--- config.mk ---
export PLATFORM = sky130hd
export DESIGN_NAME = scl_cell
export DESIGN_NICKNAME = d
export VERILOG_FILES = /design/src/design/scl_pkg.sv /design/src/design/scl_cell.sv
export SDC_FILE = /design/constraint.sdc
export NUM_CORES = 1
export LEC_CHECK = 0
export ABC_AREA = 1
export BUFFER_PORTS_ARGS = -buffer_cell sky130_fd_sc_hd__buf_4
export CAP_MARGIN = 20
export CORE_AREA = 2 2 118 120
export DETAILED_ROUTE_END_ITERATION = 7
export DIE_AREA = 0 0 120 122
export PLACE_DENSITY = 0.77
export RECOVER_POWER = 25
export SETUP_SLACK_MARGIN = 0.3
export SYNTH_ARGS = -nofsm -noshare
export SYNTH_HDL_FRONTEND = slang
export SYNTH_SLANG_ARGS = --single-unit
--- constraint.sdc ---
create_clock -name clk -period 2.8 [get_ports clk]
set_input_delay 0.28 -clock clk [delete_from_list [all_inputs] [get_ports clk]]
set_output_delay 0.28 -clock clk [all_outputs]
set_load 0.03 [all_outputs]
--- src/design/scl_pkg.sv ---
package scl_pkg;

    localparam int MAX_ENTRIES = 64;
    localparam int ID_BITS     = 32;
    localparam int DATA_W      = 32;
    localparam int CNT_W       = 7;
    localparam int STATUS_W    = 3;
    localparam int IDX_W       = (MAX_ENTRIES > 1) ? $clog2(MAX_ENTRIES) : 1;
    localparam int GRP         = 8;
    localparam int GRP_W       = 3;
    localparam int NGRP        = (MAX_ENTRIES + GRP - 1) / GRP;

    typedef enum logic [1:0] {
        CMD_INSERT = 2'd0,
        CMD_POP    = 2'd1,
        CMD_CLEAR  = 2'd2,
        CMD_DUMP   = 2'd3
    } cmd_t;

    localparam logic [STATUS_W-1:0] RES_INSERTED   = 3'd0;
    localparam logic [STATUS_W-1:0] RES_REJECTED   = 3'd1;
    localparam logic [STATUS_W-1:0] RES_DUPLICATE  = 3'd2;
    localparam logic [STATUS_W-1:0] RES_POPPED     = 3'd3;
    localparam logic [STATUS_W-1:0] RES_NONE       = 3'd4;
    localparam logic [STATUS_W-1:0] RES_CLEARED    = 3'd5;
    localparam logic [STATUS_W-1:0] RES_DUMP_ENTRY = 3'd6;
    localparam logic [STATUS_W-1:0] RES_DUMP_EMPTY = 3'd7;

    typedef struct packed {
        logic [ID_BITS-1:0] id;
        logic [DATA_W-1:0]  key;
        logic               free;
        logic               expd;
    } entry_t;

    typedef struct packed {
        logic eval;
        logic shift;
        logic set_exp;
        logic dump_rd;
    } cell_ctl_t;

    typedef struct packed {
        logic g;
        logic bnd;
        logic eq;
        logic u;
    } cell_flag_t;

    function automatic logic sorts_ahead(
        input logic [DATA_W-1:0]  da,
        input logic [ID_BITS-1:0] ia,
        input logic               fa,
        input logic [DATA_W-1:0]  db,
        input logic [ID_BITS-1:0] ib,
        input logic               fb
    );
        logic r;
        if (da != db) begin
            r = da < db;
        end else if (ia != ib) begin
            r = ia < ib;
        end else begin
            r = !fa && fb;
        end
        return r;
    endfunction

endpackage

--- src/design/scl_cell.sv ---
module scl_cell (
    input  logic                       clk,
    input  logic                       rst_n,
    input  logic [scl_pkg::IDX_W-1:0]  idx,
    input  scl_pkg::cell_ctl_t         ctl,
    input  scl_pkg::entry_t            new_entry,
    input  scl_pkg::entry_t            left_entry,
    input  logic                       left_g,
    input  logic [scl_pkg::CNT_W-1:0]  fill,
    input  logic [scl_pkg::CNT_W-1:0]  nu,
    input  logic [scl_pkg::CNT_W-1:0]  dump_idx,
    output scl_pkg::entry_t            entry,
    output scl_pkg::cell_flag_t        flag,
    output scl_pkg::entry_t            rd_entry
);

    scl_pkg::entry_t            entry_reg;
    scl_pkg::entry_t            entry_next;
    logic                       g_reg;
    logic                       eq_reg;
    logic                       u_reg;
    logic                       sel_reg;
    logic [scl_pkg::CNT_W-1:0]  idx_c;
    logic                       valid;
    logic                       lt;
    logic                       eq;
    logic                       bnd;
    logic                       rd_sel;

    always_comb
    begin
        idx_c = scl_pkg::CNT_W'(idx);
        valid = idx_c < fill;
        lt    = scl_pkg::sorts_ahead(new_entry.key, new_entry.id, new_entry.free,
                                     entry_reg.key, entry_reg.id, entry_reg.free);
        eq    = (new_entry.key == entry_reg.key) && (new_entry.id == entry_reg.id)
                && (new_entry.free == entry_reg.free);
        bnd   = g_reg && !left_g;

        entry_next = entry_reg;
        if (ctl.shift && g_reg)
        begin
            if (bnd)
            begin
                entry_next      = new_entry;
                entry_next.expd = 1'b0;
            end
            else
            begin
                entry_next = left_entry;
            end
        end
        else if (ctl.set_exp && sel_reg)
        begin
            entry_next.expd = 1'b1;
        end

        rd_sel   = ctl.dump_rd ? (idx_c == dump_idx) : sel_reg;
        rd_entry = rd_sel ? entry_reg : '0;

        entry    = entry_reg;
        flag.g   = g_reg;
        flag.bnd = bnd;
        flag.eq  = eq_reg;
        flag.u   = u_reg;
    end

    always_ff @(posedge clk or negedge rst_n)
    begin
        if (!rst_n)
        begin
            g_reg   <= 1'b0;
            eq_reg  <= 1'b0;
            u_reg   <= 1'b0;
            sel_reg <= 1'b0;
        end
        else if (ctl.eval)
        begin
            g_reg   <= !valid || lt;
            eq_reg  <= valid && eq;
            u_reg   <= valid && !entry_reg.expd && (idx_c > nu);
            sel_reg <= idx_c == nu;
        end
    end

    always_ff @(posedge clk)
    begin
        entry_reg <= entry_next;
    end

endmodule

---- Yosys cells after proc, flatten, opt, wreduce, memory -nomap -nowiden ----
Index checks and enable logic that the tools add are counted.
cells by class
  $lt $le $gt $ge ......................... 4
  equality and inequality tests ........... 7
  muxes and demuxes ....................... 7
  reduce and logical (&&, ||, !) cells .... 15
operators with widths
  cell                                                      number
  66-bit 2-to-1 mux                                         2
  32-bit equality test                                      2
  32-bit < comparator                                       2
  32-bit inequality test                                    2
  6-bit by 7-bit equality test with 1-bit output            2
  1-bit logical AND                                         9
  6-bit by 7-bit greater-than comparator with 1-bit output  1
  6-bit by 7-bit < comparator with 1-bit output             1
  1-bit 2-to-1 mux                                          5
  1-bit logical NOT                                         4
  2-bit nonzero test                                        1
  1-bit equality test                                       1
  1-bit logical OR                                          1
word-level totals
  register bits after elaboration ......... 70
  bits of input ports ..................... 166
  output and inout port bits .............. 136
  logic and storage cells ................. 41

---- Depth between registers and ports, before layout ----
  depth in word-level cells ............... 5
  gate-level depth with buffers ........... 18
  mapped depth without buffers ............ 18

---- Least setup slack after synthesis ----
Ideal clock, no wire load.
  kind .................................... register to register
  start point ............................. register g_reg
  end point ............................... register entry_reg, in the netlist entry[10], enable pin
  library setup time ...................... 420 ps
  arrival ................................. 1716 ps
  required time ........................... 2380 ps
  path slack .............................. 664 ps
  stages on the path, launching flop included .. 3
  path buffers ............................ 0
  clock period less this slack ............ 2136 ps
  cell sequence ........................... dfrtp_1 nand2_1 inv_1
on the way
  longest elaborated chain between the ends .. 1
ends and longest elaborated chain
  element                 line            source
  from (decl)             scl_cell.sv:19  logic g_reg;
  from (signal assigned)  scl_cell.sv:79  g_reg <= !valid || lt;
  1-bit logical AND       scl_cell.sv:41  if (ctl.shift && g_reg)
  to (signal assigned)    scl_cell.sv:88  entry_reg <= entry_next;
  to (decl)               scl_cell.sv:17  scl_pkg::entry_t entry_reg;
Every way passes these cells.
A chain may end at the register's enable or synchronous reset.

==> out/summary.md <==
### Place
* 1194 — placed cell count
* 300 — number of buffers added on ports
* 13400 um — sum of net half-perimeters after detailed placement
* 0.630 ns — setup slack after placement
* 0.858 — GP Congestion

### Clock tree
* 0.34 ns — worst-skew pair later-pin latency
* 0 — post-cts sizing count
* 9 — CTS buffer count
* built — CTS tree
* sky130_fd_sc_hd__clkbuf_16 — root buf cell
* 3 — deepest level of the CTS H-tree
* 70 — total clock sinks
* 0.06 ns — clock transition at the registers of the reported paths
* 2 — buffer depth of the longest clock path

### Synth
* 5780 um2 — cell area after technology mapping
* 0 — Ys Warns
* 70 — #FFs+latches synth
* 730 — number of instances in the synthesized netlist
* 30 — count of unique library cells instantiated by Yosys
* 66 — number of synthesized flops with an enable pin
* 0.0571 — async set-reset flop share out of synthesis
* 972 — Post-Syn Nets
* 7.91 um2 — per-instance average area after synthesis
* sky130_fd_sc_hd__edfxtp_1 — commonest register cell after synthesis
* 0.360 — share of synthesized area occupied by flip-flops and latches

### Timing
* 0.742 ns — slew at the pin closest to its max-slew limit
* 0 — Final setup viols
* no — setup repair after global routing missed its margin
* 0.201 ns — Final Hold Slack
* 0.506 — Max-slew headroom
* 458 MHz — maximum operating frequency
* 0.615 ns — Setup WS post-layout
* 0.00647 ns — Worst Skew
* 0.780 — Tcrit/Tclk final
* 2.19 ns — time the worst path needs with I/O delays and setup
* 0 — final-report max-slew violation count
* 0 ns — total negative setup slack
* 0 — count of endpoints failing hold in the final timing report

### Routing
* 14.2 um — WL per Instance
* 0 — Post-route DRC
* 0 — number of routed nets with antenna violations
* 4.74 — Avg Vias per Cell
* 17200 um — routed wire length
* 230 — first-iteration detailed-routing DRC count
* 4 — first-pass iteration count of the detailed router
* 5732 — detailed-route via count

### Pwr
* 0.00390 W — total design power
* 0.00141 W — total net switching power
* 474 nW/um2 — power per standard cell area
* 0.287 — clock group share of total power
* 0.354 — combinational share of power
* 0.359 — relative contribution of sequential cells to total power
* 4.38 nW — static power due to leakage
* 0.00249 W — Internal Power
* 326 uV — highest ir drop seen on vdd
* 0.362 — switch share

### Cells and area
* 0 — antenna diode instance count
* 1268 — Nets
* 1210 — count of non-filler cells in the finished layout
* 42.5% — Area Growth Syn to Fin
* 0.290 — fraction of layout instances using a drive strength above 1
* 66 — number of flip-flops under the largest register name

### Critical path
* primary input — kind of launch point of the worst setup path
* 0.49 ns — max incr delay on CP
* 32 — highest net fanout along the worst path
* entry[25] — worst reg2reg path startpoint
* sky130_fd_sc_hd__a21oi_4 — slowest CP cell
* primary output — capturing element type of the critical path
* in2out — kind of critical path
* buffers and inverters — category of cells accounting for the largest share of critical-path delay
* idx[2] — crit path launch
* 3 — worst path bufs/invs
* 2.52 ns — required time reported for the critical path endpoint
* sky130_fd_sc_hd__nor2_1 — most repeated library cell on the critical path
* 1.91 ns — Worst Path Arrival
* clkbuf_1 > or2_1 > nand4_1 > nor2_1 > a21oi_4 > buf_12 > nor2_1 > buf_4 — cell-by-cell trace of the critical path

### Min path
* left_entry[24] — worst hold start
* in2reg — Hold/Removal Path Class

### Floorplan
* 302 — I/O pins
* 13500 um2 — placeable core region
* 122 um — Die Y-Extent
* 14600 um2 — area of the die
* 0.428 — starting utilization of the core area
* 120 um — die boundary width
* 43 — row count

### Global route
* 0 — total congestion overflow after global routing
* 0 — initial antenna violation count
* 26800 um — global-route wire length before repair
* 64 — largest net degree at the start of global routing
* 0.234 — global-route usage over all layers
* 5552 — via count of the first global-routing pass

### Run
* 0 — max-cap violations

### Status
* finished clean — status

[worst min-delay path: stages]
cell	delay, ns
sky130_fd_sc_hd__buf_4	0.08
sky130_fd_sc_hd__nand2_1	0.04
sky130_fd_sc_hd__nand2_1	0.04
[layout by cell type, fill, tap and decap left out]
cell type and n:
sky130_fd_sc_hd__or2_1 1, sky130_fd_sc_hd__nor2_4 41, sky130_fd_sc_hd__edfxtp_1 66, sky130_fd_sc_hd__o21a_1 2
sky130_fd_sc_hd__xor2_1 1, sky130_fd_sc_hd__nor2_1 56, sky130_fd_sc_hd__clkbuf_1 69, sky130_fd_sc_hd__o21bai_1 1
sky130_fd_sc_hd__a211o_1 1, sky130_fd_sc_hd__or2_0 1, sky130_fd_sc_hd__nand2_1 276, sky130_fd_sc_hd__clkinv_1 1
sky130_fd_sc_hd__nor3_1 1, sky130_fd_sc_hd__a21oi_4 1, sky130_fd_sc_hd__nand3_1 5, sky130_fd_sc_hd__nand4_1 7
sky130_fd_sc_hd__a21oi_1 35, sky130_fd_sc_hd__dlygate4sd3_1 1, sky130_fd_sc_hd__buf_12 4, sky130_fd_sc_hd__a221oi_2 1
sky130_fd_sc_hd__buf_4 239, sky130_fd_sc_hd__dfrtp_1 4, sky130_fd_sc_hd__xnor2_1 2, sky130_fd_sc_hd__bufinv_16 1
sky130_fd_sc_hd__inv_2 3, sky130_fd_sc_hd__o21ai_0 14, sky130_fd_sc_hd__inv_1 107, sky130_fd_sc_hd__o2111ai_1 1
sky130_fd_sc_hd__a21o_1 3, sky130_fd_sc_hd__clkbuf_16 9, sky130_fd_sc_hd__ha_1 76
[logic make-up (layout without fill, tap and decap cells)]
| logic type | count (synthesis) | in the layout | share of synthesized area |
|---|---|---|---|
| adder cells (fa/ha/maj) | 76 | 76 | 0.165 |
| buffers and inverters | 134 | 434 | 0.103 |
| AO/OA/AOI/OAI | 59 | 59 | 0.0574 |
| flip-flops | 70 | 70 | 0.360 |
| XOR/XNOR | 3 | 3 | 0.00455 |
| AND/OR/NAND/NOR | 388 | 388 | 0.310 |
[what timing repair did]
action                    CTS  global route
setup buffers               0             0
hold endpoints to repair    4             0
hold buffers                1             0
[power groups by stage]
stage	registers [W]	logic [W]	clock network (W)
floorplan	0.00166	0.000654	0
global placement	0.00142	0.00145	0
detailed placement	0.00142	0.00148	0
CTS	0.00140	0.00148	0.00113
global route	0.00141	0.00155	0.00118
finish	0.00140	0.00138	0.00112
[worst paths after layout]
check,slack (ns),end,depth (start not counted)
setup / recovery,0.61,rd_entry[16],8
max in group asynchronous,2.26,eq_reg,2
setup reg to reg,0.94,g_reg,13
min in group asynchronous,0.33,u_reg,2
hold / removal,0.20,entry[24],3
hold reg to reg,0.49,u_reg,2
[per-layer routing]
| metal | share of wire | global-route usage | wire (um) |
|---|---|---|---|
| met4 | 0.027 | 0.107 | 464 |
| met2 | 0.49 | 0.415 | 8500 |
| met1 | 0.40 | 0.270 | 6900 |
| met3 | 0.078 | 0.0515 | 1340 |
| met5 | 0 | 0 | 0 |
[cell type report]
class | instances | area (um2)
flip-flops and latches | 70 | 2080
well taps | 180 | 225
inverters | 110 | 413
multi-input cells | 526 | 3110
fillers | 1292 | 5270
clock inverters | 2 | 33.8
clock buffers | 13 | 240
repair buffers | 309 | 2130
[cell usage after synthesis (2+ instances only)]
master / count / area share
sky130_fd_sc_hd__a21o_1: 3 / 0.0039
sky130_fd_sc_hd__a21oi_1: 35 / 0.030
sky130_fd_sc_hd__buf_12: 4 / 0.014
sky130_fd_sc_hd__buf_2: 4 / 0.0035
sky130_fd_sc_hd__buf_4: 4 / 0.0052
sky130_fd_sc_hd__clkbuf_1: 11 / 0.0071
sky130_fd_sc_hd__dfrtp_1: 4 / 0.017
sky130_fd_sc_hd__edfxtp_1: 66 / 0.34
sky130_fd_sc_hd__ha_1: 76 / 0.16
sky130_fd_sc_hd__inv_1: 108 / 0.070
sky130_fd_sc_hd__inv_2: 2 / 0.0013
sky130_fd_sc_hd__nand2_1: 276 / 0.18
sky130_fd_sc_hd__nand3_1: 5 / 0.0043
sky130_fd_sc_hd__nand4_1: 7 / 0.0076
sky130_fd_sc_hd__nor2_1: 56 / 0.036
sky130_fd_sc_hd__nor2_4: 40 / 0.078
sky130_fd_sc_hd__o21a_1: 2 / 0.0026
sky130_fd_sc_hd__o21ai_0: 14 / 0.012
sky130_fd_sc_hd__xnor2_1: 2 / 0.0030
[metrics by stage]
| step | utilization | area (um2) |
|---|---|---|
| floorplan | - | 5780 |
| global placement | 0.607 | 8190 |
| detailed placement | 0.607 | 8190 |
| CTS | 0.628 | 8480 |
| global route | 0.610 | 8230 |
| finish | 0.610 | 8230 |
Power figures use the tool's default switching activity.
